**src/design/assert_macros.svh**
```systemverilog
// Assertion macros shared by the neighbor finder RTL.
// No dependencies; pulled in by files that carry concurrent checks.
`ifndef ASSERT_MACROS_SVH
`define ASSERT_MACROS_SVH

// Same-cycle implication, disabled while reset is asserted (active low).
`define ASSERT_IMPL(label, clk, rst_n, ante, cons, msg) \
  label: assert property (@(posedge clk) disable iff (!rst_n) (ante) |-> (cons)) \
    else $error(msg);

// Next-cycle implication, disabled while reset is asserted (active low).
`define ASSERT_NEXT(label, clk, rst_n, ante, cons, msg) \
  label: assert property (@(posedge clk) disable iff (!rst_n) (ante) |=> (cons)) \
    else $error(msg);

`endif

```
**src/design/ltnf_pkg.sv**
```systemverilog
// Shared constants, register codes and the command word for the neighbor finder.
// No dependencies; used by every module of the block except the RAM.
`timescale 1ns / 1ps

package ltnf_pkg;

  localparam int MAX_NODES    = 64;
  localparam int TABLE_DEPTH  = 256;
  localparam int MAX_CHILDREN = 63;
  localparam int CHILD_W      = $clog2(MAX_CHILDREN + 1);
  localparam int QUEUE_DEPTH  = 2;

  localparam int RANK_W = 6;
  localparam int CFG_W  = 7;
  localparam int NODE_W = 7;

  localparam logic [CFG_W-1:0] STEP_LAG_RST   = 7'd1;
  localparam logic [CFG_W-1:0] NODE_COUNT_RST = 7'd64;

  typedef enum logic [0:0] {
    REG_STEP_LAG   = 1'b0,
    REG_NODE_COUNT = 1'b1
  } cfg_reg_e;

  // One classified request as it travels from front to back.
  typedef struct packed {
    logic              bad;
    logic [RANK_W-1:0] rank;
    logic [CFG_W-1:0]  lag;    // already forced to at least 1
    logic [CFG_W-1:0]  count;  // already clamped to the node limit
  } cmd_t;

endpackage

```
**src/design/lame_tree_neighbour_finder_unit.sv**
```systemverilog
// A bad rank goes straight to its word; a good rank first rebuilds the whole table, then
// reads it for the start-level scan and for each level walked by senders up to the rank;
// a start scan or level walk may run past the end of the table.
// The back end takes one word at a time; the two-entry queue takes a new word while not full.
// Results are strobed for one cycle each; the receiver cannot stall them.
// Reset (rst_ni, async, active low): step_lag 1, node_count 64, queue empty, back idle.
`timescale 1ns / 1ps
`include "assert_macros.svh"

// Top level of the neighbor finder for a Lame broadcast tree.
//
// Front (ltnf_front): holds the two configuration registers, forces a zero
// lag to 1, clamps node_count to MaxNodes and flags ranks at or above the
// clamped count. Each accepted word is pushed as a command word into a short
// queue (ltnf_fifo); busy is simply "queue full", so the front keeps taking
// words while the back end is still walking the tree.
//
// Back (ltnf_back): per command it rebuilds the ready-count table r(t) in a
// single-port-read RAM (for each entry: read r(t-lag), then write),
// then walks senders 0..rank. A monotone pointer gives each sender's start
// level; each level costs one table read to find the receiver. Children of
// the rank are strobed out in increasing order as they are found, the parent
// word (clamped count+1 for the root, 0 for an orphan) closes the run with last.
// A flagged rank skips all of that and gives one word with bad_rank set.

module lame_tree_neighbour_finder_unit #(
  parameter int MaxNodes   = ltnf_pkg::MAX_NODES,
  parameter int TableDepth = ltnf_pkg::TABLE_DEPTH
) (
  input  logic                        clk_i,
  input  logic                        rst_ni,
  input  logic                        cfg_we_i,
  input  logic [0:0]                  cfg_idx_i,
  input  logic [ltnf_pkg::CFG_W-1:0]  cfg_wdata_i,
  input  logic                        start,
  input  logic [ltnf_pkg::RANK_W-1:0] node_rank_i,
  output logic                        busy,
  output logic                        result_valid_o,
  output logic                        is_parent_o,
  output logic [ltnf_pkg::NODE_W-1:0] node_o,
  output logic                        last_o,
  output logic                        bad_rank_o
);

  ltnf_pkg::cmd_t front_cmd;
  ltnf_pkg::cmd_t queue_cmd;
  logic           push;
  logic           pop;
  logic           full;
  logic           empty;

  ltnf_front #(
    .MaxNodes (MaxNodes)
  ) u_front (
    .clk_i       (clk_i),
    .rst_ni      (rst_ni),
    .cfg_we_i    (cfg_we_i),
    .cfg_idx_i   (cfg_idx_i),
    .cfg_wdata_i (cfg_wdata_i),
    .start_i     (start),
    .node_rank_i (node_rank_i),
    .full_i      (full),
    .push_o      (push),
    .cmd_o       (front_cmd)
  );

  ltnf_fifo u_queue (
    .clk_i   (clk_i),
    .rst_ni  (rst_ni),
    .push_i  (push),
    .cmd_i   (front_cmd),
    .pop_i   (pop),
    .cmd_o   (queue_cmd),
    .full_o  (full),
    .empty_o (empty)
  );

  ltnf_back #(
    .MaxNodes   (MaxNodes),
    .TableDepth (TableDepth)
  ) u_back (
    .clk_i          (clk_i),
    .rst_ni         (rst_ni),
    .cmd_valid_i    (!empty),
    .cmd_i          (queue_cmd),
    .cmd_pop_o      (pop),
    .result_valid_o (result_valid_o),
    .is_parent_o    (is_parent_o),
    .node_o         (node_o),
    .last_o         (last_o),
    .bad_rank_o     (bad_rank_o)
  );

  assign busy = full;

  // a flagged rank gives exactly one closing word with node 0
  `ASSERT_IMPL(a_bad_word_form, clk_i, rst_ni, result_valid_o && bad_rank_o, last_o && !is_parent_o && node_o == '0, "bad rank word malformed")
  // child words never close a run
  `ASSERT_IMPL(a_child_not_last, clk_i, rst_ni, result_valid_o && !is_parent_o && !bad_rank_o, !last_o, "child word marked last")
  // the parent word always closes a run of a valid rank
  `ASSERT_IMPL(a_parent_is_last, clk_i, rst_ni, result_valid_o && is_parent_o, last_o && !bad_rank_o, "parent word not last")
  // the back end gives no word in the cycle right after a closing word
  `ASSERT_NEXT(a_gap_after_last, clk_i, rst_ni, result_valid_o && last_o, !result_valid_o, "word right after last")

endmodule

```
**src/design/ltnf_ram.sv**
```systemverilog
// Generic single-write, single-read RAM with registered read data.
// No dependencies; holds the ready-count table.
`timescale 1ns / 1ps

module ltnf_ram #(
  parameter int Width = 8,
  parameter int Depth = 256
) (
  input  logic                     clk_i,
  input  logic                     we_i,
  input  logic [$clog2(Depth)-1:0] waddr_i,
  input  logic [Width-1:0]         wdata_i,
  input  logic [$clog2(Depth)-1:0] raddr_i,
  output logic [Width-1:0]         rdata_o
);

  logic [Width-1:0] mem_q [Depth];
  logic [Width-1:0] rdata_q;

  always_ff @(posedge clk_i) begin
    if (we_i) begin
      mem_q[waddr_i] <= wdata_i;
    end
    rdata_q <= mem_q[raddr_i];
  end

  assign rdata_o = rdata_q;

endmodule

```
**src/design/ltnf_fifo.sv**
```systemverilog
// Short command queue between the front and the back of the neighbor finder.
// Depends on ltnf_pkg for the command word and the queue depth.
`timescale 1ns / 1ps

module ltnf_fifo (
  input  logic             clk_i,
  input  logic             rst_ni,
  input  logic             push_i,
  input  ltnf_pkg::cmd_t   cmd_i,
  input  logic             pop_i,
  output ltnf_pkg::cmd_t   cmd_o,
  output logic             full_o,
  output logic             empty_o
);

  localparam int Depth = ltnf_pkg::QUEUE_DEPTH;
  localparam int PtrW  = (Depth > 1) ? $clog2(Depth) : 1;

  ltnf_pkg::cmd_t  slot_q [Depth];
  logic [PtrW-1:0] wr_ptr_q, wr_ptr_d;
  logic [PtrW-1:0] rd_ptr_q, rd_ptr_d;
  logic [PtrW:0]   fill_q, fill_d;

  assign full_o  = (fill_q == (PtrW + 1)'(Depth));
  assign empty_o = (fill_q == '0);
  assign cmd_o   = slot_q[rd_ptr_q];

  always_comb begin
    wr_ptr_d = wr_ptr_q;
    rd_ptr_d = rd_ptr_q;
    fill_d   = fill_q;
    if (push_i) begin
      wr_ptr_d = (wr_ptr_q == PtrW'(Depth - 1)) ? '0 : wr_ptr_q + 1'b1;
    end
    if (pop_i) begin
      rd_ptr_d = (rd_ptr_q == PtrW'(Depth - 1)) ? '0 : rd_ptr_q + 1'b1;
    end
    if (push_i && !pop_i) begin
      fill_d = fill_q + 1'b1;
    end else if (pop_i && !push_i) begin
      fill_d = fill_q - 1'b1;
    end
  end

  always_ff @(posedge clk_i or negedge rst_ni) begin
    if (!rst_ni) begin
      wr_ptr_q <= '0;
      rd_ptr_q <= '0;
      fill_q   <= '0;
    end else begin
      wr_ptr_q <= wr_ptr_d;
      rd_ptr_q <= rd_ptr_d;
      fill_q   <= fill_d;
    end
  end

  always_ff @(posedge clk_i) begin
    if (push_i) begin
      slot_q[wr_ptr_q] <= cmd_i;
    end
  end

endmodule

```
**src/design/ltnf_front.sv**
```systemverilog
// Front end: configuration registers, request accept and rank classification.
// Depends on ltnf_pkg for register codes, reset values and the command word.
`timescale 1ns / 1ps

module ltnf_front #(
  parameter int MaxNodes = ltnf_pkg::MAX_NODES
) (
  input  logic                            clk_i,
  input  logic                            rst_ni,
  input  logic                            cfg_we_i,
  input  logic [0:0]                      cfg_idx_i,
  input  logic [ltnf_pkg::CFG_W-1:0]      cfg_wdata_i,
  input  logic                            start_i,
  input  logic [ltnf_pkg::RANK_W-1:0]     node_rank_i,
  input  logic                            full_i,
  output logic                            push_o,
  output ltnf_pkg::cmd_t                  cmd_o
);

  localparam int CountCap = (MaxNodes < 127) ? MaxNodes : 127;

  logic [ltnf_pkg::CFG_W-1:0] step_lag_q;
  logic [ltnf_pkg::CFG_W-1:0] node_count_q;
  logic [ltnf_pkg::CFG_W-1:0] count;

  always_ff @(posedge clk_i or negedge rst_ni) begin
    if (!rst_ni) begin
      step_lag_q   <= ltnf_pkg::STEP_LAG_RST;
      node_count_q <= ltnf_pkg::NODE_COUNT_RST;
    end else if (cfg_we_i) begin
      unique case (ltnf_pkg::cfg_reg_e'(cfg_idx_i))
        ltnf_pkg::REG_STEP_LAG:   step_lag_q   <= cfg_wdata_i;
        ltnf_pkg::REG_NODE_COUNT: node_count_q <= cfg_wdata_i;
        default: ;
      endcase
    end
  end

  // zero lag behaves as lag 1; count is clamped to the node limit
  assign count = (node_count_q > ltnf_pkg::CFG_W'(CountCap)) ?
                 ltnf_pkg::CFG_W'(CountCap) : node_count_q;

  assign push_o      = start_i && !full_i;
  assign cmd_o.lag   = (step_lag_q == '0) ? ltnf_pkg::CFG_W'(1) : step_lag_q;
  assign cmd_o.count = count;
  assign cmd_o.rank  = node_rank_i;
  assign cmd_o.bad   = ({1'b0, node_rank_i} >= count);

endmodule

```
**src/design/ltnf_back.sv**
```systemverilog
// Back end: rebuilds the ready-count table, walks senders and levels, emits words.
// Depends on ltnf_pkg and ltnf_ram.
`timescale 1ns / 1ps

module ltnf_back #(
  parameter int MaxNodes   = ltnf_pkg::MAX_NODES,
  parameter int TableDepth = ltnf_pkg::TABLE_DEPTH
) (
  input  logic                        clk_i,
  input  logic                        rst_ni,
  input  logic                        cmd_valid_i,
  input  ltnf_pkg::cmd_t              cmd_i,
  output logic                        cmd_pop_o,
  output logic                        result_valid_o,
  output logic                        is_parent_o,
  output logic [ltnf_pkg::NODE_W-1:0] node_o,
  output logic                        last_o,
  output logic                        bad_rank_o
);

  localparam int RdW   = $clog2(MaxNodes + 2);
  localparam int AddrW = $clog2(TableDepth);
  localparam int TW    = AddrW + 1;
  localparam int IdxW  = $clog2(TableDepth + 128) + 1;
  localparam int SumW  = ((RdW > 7) ? RdW : 7) + 1;
  localparam int CmpW  = (TW > 7) ? TW : 7;
  localparam int NW    = ltnf_pkg::NODE_W;
  localparam int ChW   = ltnf_pkg::CHILD_W;

  localparam logic [RdW-1:0] SatVal = RdW'(MaxNodes + 1);

  typedef enum logic [8:0] {
    S_IDLE     = 9'b000000001,
    S_BUILD_RD = 9'b000000010,
    S_BUILD_WR = 9'b000000100,
    S_SCAN     = 9'b000001000,
    S_SCAN_CHK = 9'b000010000,
    S_LVL      = 9'b000100000,
    S_LVL_CHK  = 9'b001000000,
    S_PARENT   = 9'b010000000,
    S_BAD      = 9'b100000000
  } state_e;

  state_e          state_q, state_d;
  ltnf_pkg::cmd_t  cmd_q, cmd_d;
  logic [TW-1:0]   t_q, t_d;
  logic [RdW-1:0]  prev_q, prev_d;
  logic [TW-1:0]   st_q, st_d;
  logic [6:0]      sender_q, sender_d;
  logic [IdxW-1:0] lvl_q, lvl_d;
  logic [ChW-1:0]  child_q, child_d;
  logic [NW-1:0]   parent_q, parent_d;

  logic            valid_q, valid_d;
  logic            is_par_q, is_par_d;
  logic [NW-1:0]   node_q, node_d;
  logic            last_q, last_d;
  logic            bad_q, bad_d;

  logic [RdW-1:0]  rd_data;
  logic [AddrW-1:0] raddr;
  logic            we;

  logic [CmpW-1:0] t_ext, k_ext, bld_addr;
  logic            t_lt_k;
  logic [RdW:0]    bsum;
  logic [RdW-1:0]  bval;
  logic [IdxW-1:0] idx;
  logic            idx_oob;
  logic            st_end;
  logic [SumW-1:0] recv;
  logic            scan_hit;
  logic            sender_done;

  // table build: r(t) = 1 below the lag, else r(t-1) + r(t-lag), saturating
  assign t_ext    = CmpW'(t_q);
  assign k_ext    = CmpW'(cmd_q.lag);
  assign t_lt_k   = t_ext < k_ext;
  assign bld_addr = t_ext - k_ext;
  assign bsum     = {1'b0, prev_q} + {1'b0, rd_data};
  assign bval     = t_lt_k ? RdW'(1) :
                    ((bsum > (RdW + 1)'(MaxNodes)) ? SatVal : bsum[RdW-1:0]);

  // search: level index lvl + lag - 1; beyond the table it reads as saturated
  assign idx      = lvl_q + IdxW'(cmd_q.lag) - IdxW'(1);
  assign idx_oob  = idx >= IdxW'(TableDepth);
  assign st_end   = st_q == TW'(TableDepth);
  assign recv     = SumW'(sender_q) + SumW'(rd_data);
  assign scan_hit = SumW'(rd_data) > SumW'(sender_q);

  assign we = (state_q == S_BUILD_WR);

  always_comb begin
    case (state_q)
      S_BUILD_RD: raddr = bld_addr[AddrW-1:0];
      S_SCAN:     raddr = st_q[AddrW-1:0];
      S_LVL:      raddr = idx[AddrW-1:0];
      default:    raddr = '0;
    endcase
  end

  ltnf_ram #(
    .Width (RdW),
    .Depth (TableDepth)
  ) u_table (
    .clk_i   (clk_i),
    .we_i    (we),
    .waddr_i (t_q[AddrW-1:0]),
    .wdata_i (bval),
    .raddr_i (raddr),
    .rdata_o (rd_data)
  );

  always_comb begin
    state_d     = state_q;
    cmd_d       = cmd_q;
    t_d         = t_q;
    prev_d      = prev_q;
    st_d        = st_q;
    sender_d    = sender_q;
    lvl_d       = lvl_q;
    child_d     = child_q;
    parent_d    = parent_q;
    valid_d     = 1'b0;
    is_par_d    = is_par_q;
    node_d      = node_q;
    last_d      = last_q;
    bad_d       = bad_q;
    cmd_pop_o   = 1'b0;
    sender_done = 1'b0;

    unique case (state_q)
      S_IDLE: begin
        if (cmd_valid_i) begin
          cmd_pop_o = 1'b1;
          cmd_d     = cmd_i;
          t_d       = '0;
          state_d   = cmd_i.bad ? S_BAD : S_BUILD_RD;
        end
      end
      S_BUILD_RD: begin
        state_d = S_BUILD_WR;
      end
      S_BUILD_WR: begin
        prev_d = bval;
        t_d    = t_q + 1'b1;
        if (t_q == TW'(TableDepth - 1)) begin
          st_d     = '0;
          sender_d = '0;
          child_d  = '0;
          parent_d = (cmd_q.rank == '0) ? NW'(cmd_q.count + 1'b1) : '0;
          state_d  = S_SCAN;
        end else begin
          state_d = S_BUILD_RD;
        end
      end
      S_SCAN: begin
        // start level is monotone in the sender, so the pointer only moves up
        if (st_end) begin
          lvl_d   = IdxW'(st_q);
          state_d = S_LVL;
        end else begin
          state_d = S_SCAN_CHK;
        end
      end
      S_SCAN_CHK: begin
        if (scan_hit) begin
          lvl_d   = IdxW'(st_q);
          state_d = S_LVL;
        end else begin
          st_d    = st_q + 1'b1;
          state_d = S_SCAN;
        end
      end
      S_LVL: begin
        if (idx_oob) begin
          sender_done = 1'b1;
        end else begin
          state_d = S_LVL_CHK;
        end
      end
      S_LVL_CHK: begin
        if (recv >= SumW'(cmd_q.count)) begin
          sender_done = 1'b1;
        end else if (recv == SumW'(cmd_q.rank)) begin
          parent_d    = sender_q;
          sender_done = 1'b1;
        end else begin
          if (sender_q == {1'b0, cmd_q.rank} &&
              child_q < ChW'(ltnf_pkg::MAX_CHILDREN)) begin
            valid_d  = 1'b1;
            is_par_d = 1'b0;
            node_d   = recv[NW-1:0];
            last_d   = 1'b0;
            bad_d    = 1'b0;
            child_d  = child_q + 1'b1;
          end
          lvl_d   = lvl_q + 1'b1;
          state_d = S_LVL;
        end
      end
      S_PARENT: begin
        valid_d  = 1'b1;
        is_par_d = 1'b1;
        node_d   = parent_q;
        last_d   = 1'b1;
        bad_d    = 1'b0;
        state_d  = S_IDLE;
      end
      S_BAD: begin
        valid_d  = 1'b1;
        is_par_d = 1'b0;
        node_d   = '0;
        last_d   = 1'b1;
        bad_d    = 1'b1;
        state_d  = S_IDLE;
      end
      default: state_d = S_IDLE;
    endcase

    // only lower senders can reach the rank, so the walk ends at the rank
    if (sender_done) begin
      if (sender_q == {1'b0, cmd_q.rank}) begin
        state_d = S_PARENT;
      end else begin
        sender_d = sender_q + 1'b1;
        state_d  = S_SCAN;
      end
    end
  end

  always_ff @(posedge clk_i or negedge rst_ni) begin
    if (!rst_ni) begin
      state_q <= S_IDLE;
      valid_q <= 1'b0;
    end else begin
      state_q <= state_d;
      valid_q <= valid_d;
    end
  end

  always_ff @(posedge clk_i) begin
    cmd_q    <= cmd_d;
    t_q      <= t_d;
    prev_q   <= prev_d;
    st_q     <= st_d;
    sender_q <= sender_d;
    lvl_q    <= lvl_d;
    child_q  <= child_d;
    parent_q <= parent_d;
    is_par_q <= is_par_d;
    node_q   <= node_d;
    last_q   <= last_d;
    bad_q    <= bad_d;
  end

  assign result_valid_o = valid_q;
  assign is_parent_o    = is_par_q;
  assign node_o         = node_q;
  assign last_o         = last_q;
  assign bad_rank_o     = bad_q;

endmodule
```
**config.mk**
```make
export PLATFORM = sky130hd
export DESIGN_NAME = lame_tree_neighbour_finder_unit
export DESIGN_NICKNAME = d
export VERILOG_FILES = /design/src/design/ltnf_pkg.sv /design/src/design/lame_tree_neighbour_finder_unit.sv /design/src/design/ltnf_ram.sv /design/src/design/ltnf_fifo.sv /design/src/design/ltnf_front.sv /design/src/design/ltnf_back.sv
export VERILOG_INCLUDE_DIRS = /design/src /design/src/design
export SDC_FILE = /design/constraint.sdc
export NUM_CORES = 2
export LEC_CHECK = 0
export BUFFER_PORTS_ARGS = -buffer_cell sky130_fd_sc_hd__buf_2
export CAP_MARGIN = 40
export CORE_MARGIN = 2
export CORE_UTILIZATION = 45
export CTS_BUF_LIST = sky130_fd_sc_hd__clkbuf_16
export DETAILED_ROUTE_END_ITERATION = 8
export HOLD_SLACK_MARGIN = 0.12
export PLACE_DENSITY = 0.65
export SYNTH_ARGS = -nofsm -noshare
export SYNTH_HDL_FRONTEND = slang
export SYNTH_SLANG_ARGS = --single-unit
```
**constraint.sdc**
```tcl
create_clock -name clk_i -period 12.95 [get_ports clk_i]
set_input_delay 2.59 -clock clk_i [delete_from_list [all_inputs] [get_ports clk_i]]
set_output_delay 2.59 -clock clk_i [all_outputs]
set_load 0.02 [all_outputs]
```
; ---- Yosys cells after proc, flatten, opt, wreduce, memory -nomap -nowiden
; Memories as Yosys holds them, arrays and structs flattened. A register that Yosys moved wholly into a read port is not among the register bits.
; Index checks and enable logic that the tools add are counted.
[word_totals]
regBits = 113
n_memories = 2
word_cells = 172
ramBits = 1834
inputBits = 18
out_inout_bits = 12
[mem_list]
columns = name, words, word_bits, rd, rd_ports_with_merged_regs, wr, line
row1 = u_back.u_table.mem_q, 256, 7, 1, 1, 1, ltnf_ram.sv:17  ; logic [Width-1:0] mem_q [Depth];
row2 = u_queue.slot_q, 2, 21, 1, 0, 1, ltnf_fifo.sv:19  ; ltnf_pkg::cmd_t slot_q [Depth];
[classes]
magnitude_cmp = 8
muxes = 68
n_reduce_logical = 29
bitwise = 2
addsub = 15
eq_ne = 27
[op_table]
columns = operator, count
row1 = 7-bit two-way mux, 15
row2 = 9-bit two-way mux, 9
row3 = 9-bit one-hot mux with 7 select lines, 1
row4 = 10-bit two-way mux, 4
row5 = 6-bit two-way mux, 6
row6 = 9-bit one-hot mux with 2 select lines, 2
row7 = 10-bit one-hot mux with 3 select lines, 1
row8 = 8-bit one-hot mux with 3 select lines, 1
row9 = 7-bit one-hot mux with 3 select lines, 1
row10 = 9-bit by 1-bit adder with 9-bit output (second input constant), 2
row11 = 9-bit by 8-bit equality test with 1-bit output (second input constant), 2
row12 = 9-bit equality test (second input constant), 2
row13 = 1-bit two-way mux, 17
row14 = 7-bit by 7-bit adder with 8-bit output, 2
row15 = 4-bit AND reduction, 4
row16 = 7-bit by 1-bit adder with 7-bit output (second input constant), 2
row17 = 7-bit one-hot mux with 2 select lines, 1
row18 = 6-bit one-hot mux with 2 select lines, 1
row19 = 10-bit by 1-bit adder with 10-bit output (second input constant), 1
row20 = 10-bit by 7-bit adder with 10-bit output, 1
row21 = 10-bit by 9-bit >= comparator with 1-bit output (second input constant), 1
row22 = 2-bit by 1-bit != test with 1-bit output (second input constant), 5
row23 = 5-bit AND reduction, 2
row24 = 2-bit nonzero test, 5
row25 = other kinds (41), 61

; ---- Depth between registers and ports, before layout
[depth]
ltp_word = 7
ltp_mapped = 17
depth_no_buf = 15

; ---- Cells and area by module
; From an unflattened synthesis, not the netlist that was laid out.
[hier_totals]
hier_cells = 4178
hier_area_um2 = 79174.7
[modules_own_cells]
columns = module, cells_per_inst, area_each_um2, instances, seq_area_each_um2
row1 = ltnf_ram, 3381, 70197.3, 1, 53951.7
row2 = ltnf_back, 642, 6421.2, 1, 2733.9
row3 = ltnf_fifo, 81, 1706.6, 1, 1361.3
row4 = ltnf_front, 73, 845.8, 1, 352.8
row5 = lame_tree_neighbour_finder_unit, 1, 3.8, 1, 0.0

; ---- Worst setup path before layout
; OpenSTA, ideal clock, no wires.
[synth_path]
kind = register to register
startpoint = register u_back.prev_q[0]
endpoint = register u_back.prev_q[2], data pin
t_arrival_ns = 8.153
slack_ns = 3.344
stages_incl_launch_ff = 11
synth_period_minus_slack_ns = 9.606
path_cell_list = edfxtp_1 -> ha_1 -> fa_1 -> a21o_1 -> a21oi_1 -> o21bai_1 -> a21oi_1 -> xnor2_1 -> o21ai_0 -> nand3b_1 -> nor2b_1
[synth_between]
elab_chain_len = 4
[synth_rtl]
columns = item, line
row1 = "start, declared", ltnf_back.sv:47  ; logic [RdW-1:0] prev_q, prev_d;
row2 = "start signal, assigned", ltnf_back.sv:245  ; prev_q <= prev_d;
row3 = 7-bit by 7-bit adder with 8-bit output *, ltnf_back.sv:80  ; assign bsum = {1'b0, prev_q} + {1'b0, rd_data};
row4 = 8-bit by 7-bit > comparator with 1-bit output, ltnf_back.sv:82  ; ((bsum > (RdW + 1)'(MaxNodes)) ? SatVal : bsum[RdW-1:0]);
row5 = 7-bit two-way mux *, ltnf_back.sv:82
row6 = 7-bit two-way mux *, ltnf_back.sv:81  ; assign bval = t_lt_k ? RdW'(1) :
row7 = via u_back.bval[2], ltnf_back.sv:67  ; logic [RdW-1:0] bval;
; Mark *: on every way through the listed nets, which the timed path passes. The rest lies on a longest branch.
; A chain may end at the register's enable or synchronous reset.

; ---- Worst setup path after layout
[layout_path]
startpoint = register u_back.lvl_q[1]
endpoint = register u_back.u_table.rdata_q[0] (netlist: u_back.u_table.rdata_o[0]) (read register of u_back.u_table.mem_q)
[layout_between]
elab_chain_len = 3
[layout_rtl]
columns = item, line
row1 = "start, declared", ltnf_back.sv:50  ; logic [IdxW-1:0] lvl_q, lvl_d;
row2 = "start signal, assigned", ltnf_back.sv:248  ; lvl_q <= lvl_d;
row3 = 10-bit by 7-bit adder with 10-bit output, ltnf_back.sv:85  ; assign idx = lvl_q + IdxW'(cmd_q.lag) - IdxW'(1);
row4 = 10-bit by 1-bit subtractor with 10-bit output, ltnf_back.sv:85
row5 = 8-bit one-hot mux with 3 select lines, ltnf_back.sv:94  ; case (state_q)
row6 = "end, declared", ltnf_ram.sv:18  ; logic [Width-1:0] rdata_q;
; Every way passes these cells.

==> Implementation_results.wiki <==
{| class="wikitable"
! Metric !! Value
|-
| Area contributors post-synth || edfxtp_1, nand2_1, nor2_1
|-
| Ratio of total power to cell area || 215 nW/µm²
|-
| Routed Antenna Nets || 0
|-
| Antenna violations before repair || 2
|-
| Detailed Route WL || 224000 µm
|-
| Drt drc || 0
|-
| Most common cell after layout, fill and taps aside || edfxtp_1
|-
| Hold buffer count at cts || 0
|-
| Number of max-slew violations in the final report || 0
|-
| Endpoints failing hold || 0
|-
| Row count || 154
|-
| Adder and majority gate portion of the synthesized area || 1.18%
|-
| Share of flip-flops with an asynchronous set or reset after synthesis || 1.43%
|-
| Final GP Congestion || 0.908
|-
| Clock buffer depth || 3
|-
| Post-synth top flop || edfxtp_1
|-
| Global-route wire length before repair || 329000 µm
|-
| Horizontal extent of the die || 425 µm
|-
| Critical path data required time || 13.61 ns
|-
| Utilization after layout || 50.2%
|-
| Core area || 176000 µm²
|-
| Nets@finish || 5886
|-
| Dpl hpwl || 131000 µm
|-
| Sequential fraction of the synthesis area || 73.3%
|-
| Classification of the worst setup path || reg -> reg
|-
| Avg Inst Size Synth || 13.7 µm²
|-
| Netlist cell types || 103
|-
| Register-to-register setup slack || 7.06 ns
|-
| Biggest area consumer among synthesized cells || edfxtp_1
|-
| Clock Skew || 0.0372 ns
|-
| CP Max Fanout || 39
|-
| Multiplexer share of the synthesized area || 2.17%
|-
| Iteration-0 DRC Markers || 7307
|-
| RSZ-0062 raised after global routing || false
|-
| Vias per cell || 6.09
|-
| Overall fraction of global-route tracks in use || 24.5%
|-
| Parity-gate share of the synthesized area counting xor and xnor cells || 0.733%
|-
| Clk Tree Root Cell || clkbuf_16
|-
| Number of global-route vias before repair || 48000
|-
| Net count after synthesis || 5907
|-
| F_max || 0.170 GHz
|-
| First-pass DRT Iterations || 6
|-
| Syn Inst Count || 5816
|-
| Count of clock tree sinks || 1954
|-
| Crit start category || flop
|-
| Initial Util || 45.2%
|-
| Count of state elements after synthesis || 1954
|-
| Leakage dissipation || 30.4 nW
|-
| Clock-pin transition on the worst setup and hold timing paths || 0.07 ns
|-
| Setup TNS Final || 0 ns
|-
| Run status || finished, final reports clean
|-
| Worst slew margin relative to its limit || 25.8%
|-
| Remaining Overflow, GRT || 0
|-
| Dominant combinational cell family by area after synthesis || simple AND/OR/NAND/NOR gates
|-
| DR vias || 50600
|-
| Most frequent cells in the layout || edfxtp_1, nand2_1, nor2_1, nand3_1, clkbuf_16
|-
| Htree depth || 4
|-
| Signed area change from the synthesized netlist to the final layout || 11.0%
|-
| Min-Delay Path Class || reg -> reg
|-
| Maximum resistive drop on vdd || 0.308 mV
|-
| Count of endpoints failing setup in the final report || 0
|-
| Critical path data arrival time || 6.55 ns
|-
| Buffers on Ports || 29
|-
| Maximum number of pins on one net before global-route repair || 223
|-
| DIE AREA || 180000 µm²
|-
| TritonCTS clock tree || done
|-
| Endpoint type of the worst setup path || flop
|-
| EDFF count, synth || 1912
|-
| Total clock buffers created by CTS || 194
|-
| Number of placed I/O pins || 30
|-
| Buffers inserted during post-CTS setup optimization || 0
|-
| Final Hold Slack || 0.509 ns
|-
| Synthesized-area fraction occupied by ao, oa, aoi and oai cells || 7.02%
|-
| Max capacitance violation total || 0
|-
| Simple logic cell fraction of the synthesized area || 12.9%
|-
| Area fraction of the dominant cell type after synthesis || 72.1%
|-
| Number of warnings reported in the yosys synthesis log || 0
|-
| Die height || 425 µm
|-
| Slew at the pin with the worst max-slew slack || 1.11 ns
|-
| Crit share post-route || 45.5%
|-
| Wire per inst || 27.0 µm
|-
| Clk Latency, worst-skew pair || 0.84 ns
|-
| Final Critical Period || 5.89 ns
|-
| Summed instance area of the synthesized netlist || 79700 µm²
|-
| Total of cells resized after clock tree synthesis || 0
|-
| Layout cells sized above 1 || 8.52%
|}
-- layer usage --
| layer | share of wire [%] | GRT usage (%) | vias up |
|---|---|---|---|
| met5 | 0 | 0 | - |
| met4 | 3.3 | 7.84 | 0 |
| met1 | 39 | 34.9 | 25300 |
| met2 | 46 | 38.3 | 2987 |
| li1 | - | - | 21800 |
| met3 | 11 | 4.62 | 434 |
-- cells in the mapped netlist, types with 69 or more instances --
library cell / number
nor2_1: 546
inv_1: 77
buf_2: 176
o221ai_1: 70
nand3_1: 331
a31oi_1: 89
edfxtp_1: 1912
ha_1: 69
a32oi_1: 106
a21oi_1: 76
and3_1: 88
nand2_1: 1178
clkbuf_1: 109
mux2i_1: 121
-- metrics by stage --
| step | area, µm² | setup slack (ns) | power [mW] | std cells |
|---|---|---|---|---|
| floorplan | 79700 | 3.34 | 11.7 | 5816 |
| global placement | 81900 | 6.90 | 13.4 | 7907 |
| detailed placement | 82300 | 7.14 | 13.6 | 7936 |
| CTS | 88400 | 7.10 | 18.9 | 8291 |
| global route | 88400 | 6.97 | 19.6 | 8295 |
| finish | 88400 | 7.06 | 19.0 | 8298 |
-- worst paths after layout --
path	startpoint	endpoint	depth (start not counted)
max in group asynchronous	rst_ni	u_back.state_q[7]$_DFFE_PN0P_	1
min in group asynchronous	rst_ni	u_front.node_count_q[2]$_DFFE_PN0P_	1
min reg2reg	u_front.node_count_q[5]$_DFFE_PN0P_	u_front.node_count_q[5]$_DFFE_PN0P_	1
max	u_back.lvl_q[1]$_DFFE_PP_	u_back.u_table.rdata_o[0]$_DFF_P_	15
min	u_front.node_count_q[5]$_DFFE_PN0P_	u_front.node_count_q[5]$_DFFE_PN0P_	1
max reg2reg	u_back.lvl_q[1]$_DFFE_PP_	u_back.u_table.rdata_o[0]$_DFF_P_	15
-- cell type report --
type | count | area [µm²]
Clock buffer | 200 | 5000
Multi-Input combinational cell | 3418 | 19300
Tap cell | 2340 | 2930
Sequential cell | 1954 | 58400
Inverter | 77 | 289
Antenna cell | 4 | 10.0
Clock inverter | 155 | 1130
Fill cell | 14700 | 87700
Timing Repair Buffer | 150 | 1370
-- flip-flops by register name (all words and copies together), names as in the netlist, 2 cells and up --
| signal | cells |
|---|---|
| u_back.u_table.mem_q | 1792 |
| u_queue.slot_q | 42 |
| u_back.cmd_q | 20 |
| u_back.lvl_q | 10 |
| u_back.st_q | 9 |
| u_back.state_q | 9 |
| u_back.t_ext | 9 |
| u_back.node_o | 7 |
| u_back.parent_q | 7 |
| u_back.prev_q | 7 |
| u_back.sender_q | 7 |
| u_back.u_table.rdata_o | 7 |
| u_front.node_count_q | 7 |
| u_front.step_lag_q | 7 |
| u_back.child_q | 6 |
| u_queue.fill_q | 2 |
-- logic make-up (layout without fill, tap and decap cells) --
kind of cell / count (synthesis) / count (layout)
DFF: 1954 / 1954
AOI/OAI and AO/OA: 750 / 750
adders and majority gates: 73 / 73
and+or+nand+nor: 2366 / 2366
other: 0 / 4
buffers and inverters: 444 / 582
muxes: 167 / 167
xor gates and xnor gates: 62 / 62
-- critical path, cell delays in order, from the launching register on --
cell	delay [ns]
edfxtp_1	0.40
inv_1	0.06
ha_1	0.27
inv_1	0.05
ha_1	0.21
fa_1	0.47
xor2_1	0.18
a22o_2	0.31
a21oi_4	0.70
buf_4	0.55
buf_4	0.64
o2111ai_1	0.27
o21ai_1	0.31
o32a_1	0.44
o31ai_1	0.16
nor4_1	0.64
-- where the power goes --
| part | switching (mW) | total, mW | internal [mW] | leakage, nW |
|---|---|---|---|---|
| combinational | 3.66 | 4.71 | 1.04 | 9.40 |
| clock | 2.39 | 5.47 | 3.08 | 3.15 |
| sequential | 0.151 | 8.79 | 8.64 | 17.9 |
No activity file was read; power rests on OpenSTA's default activity.
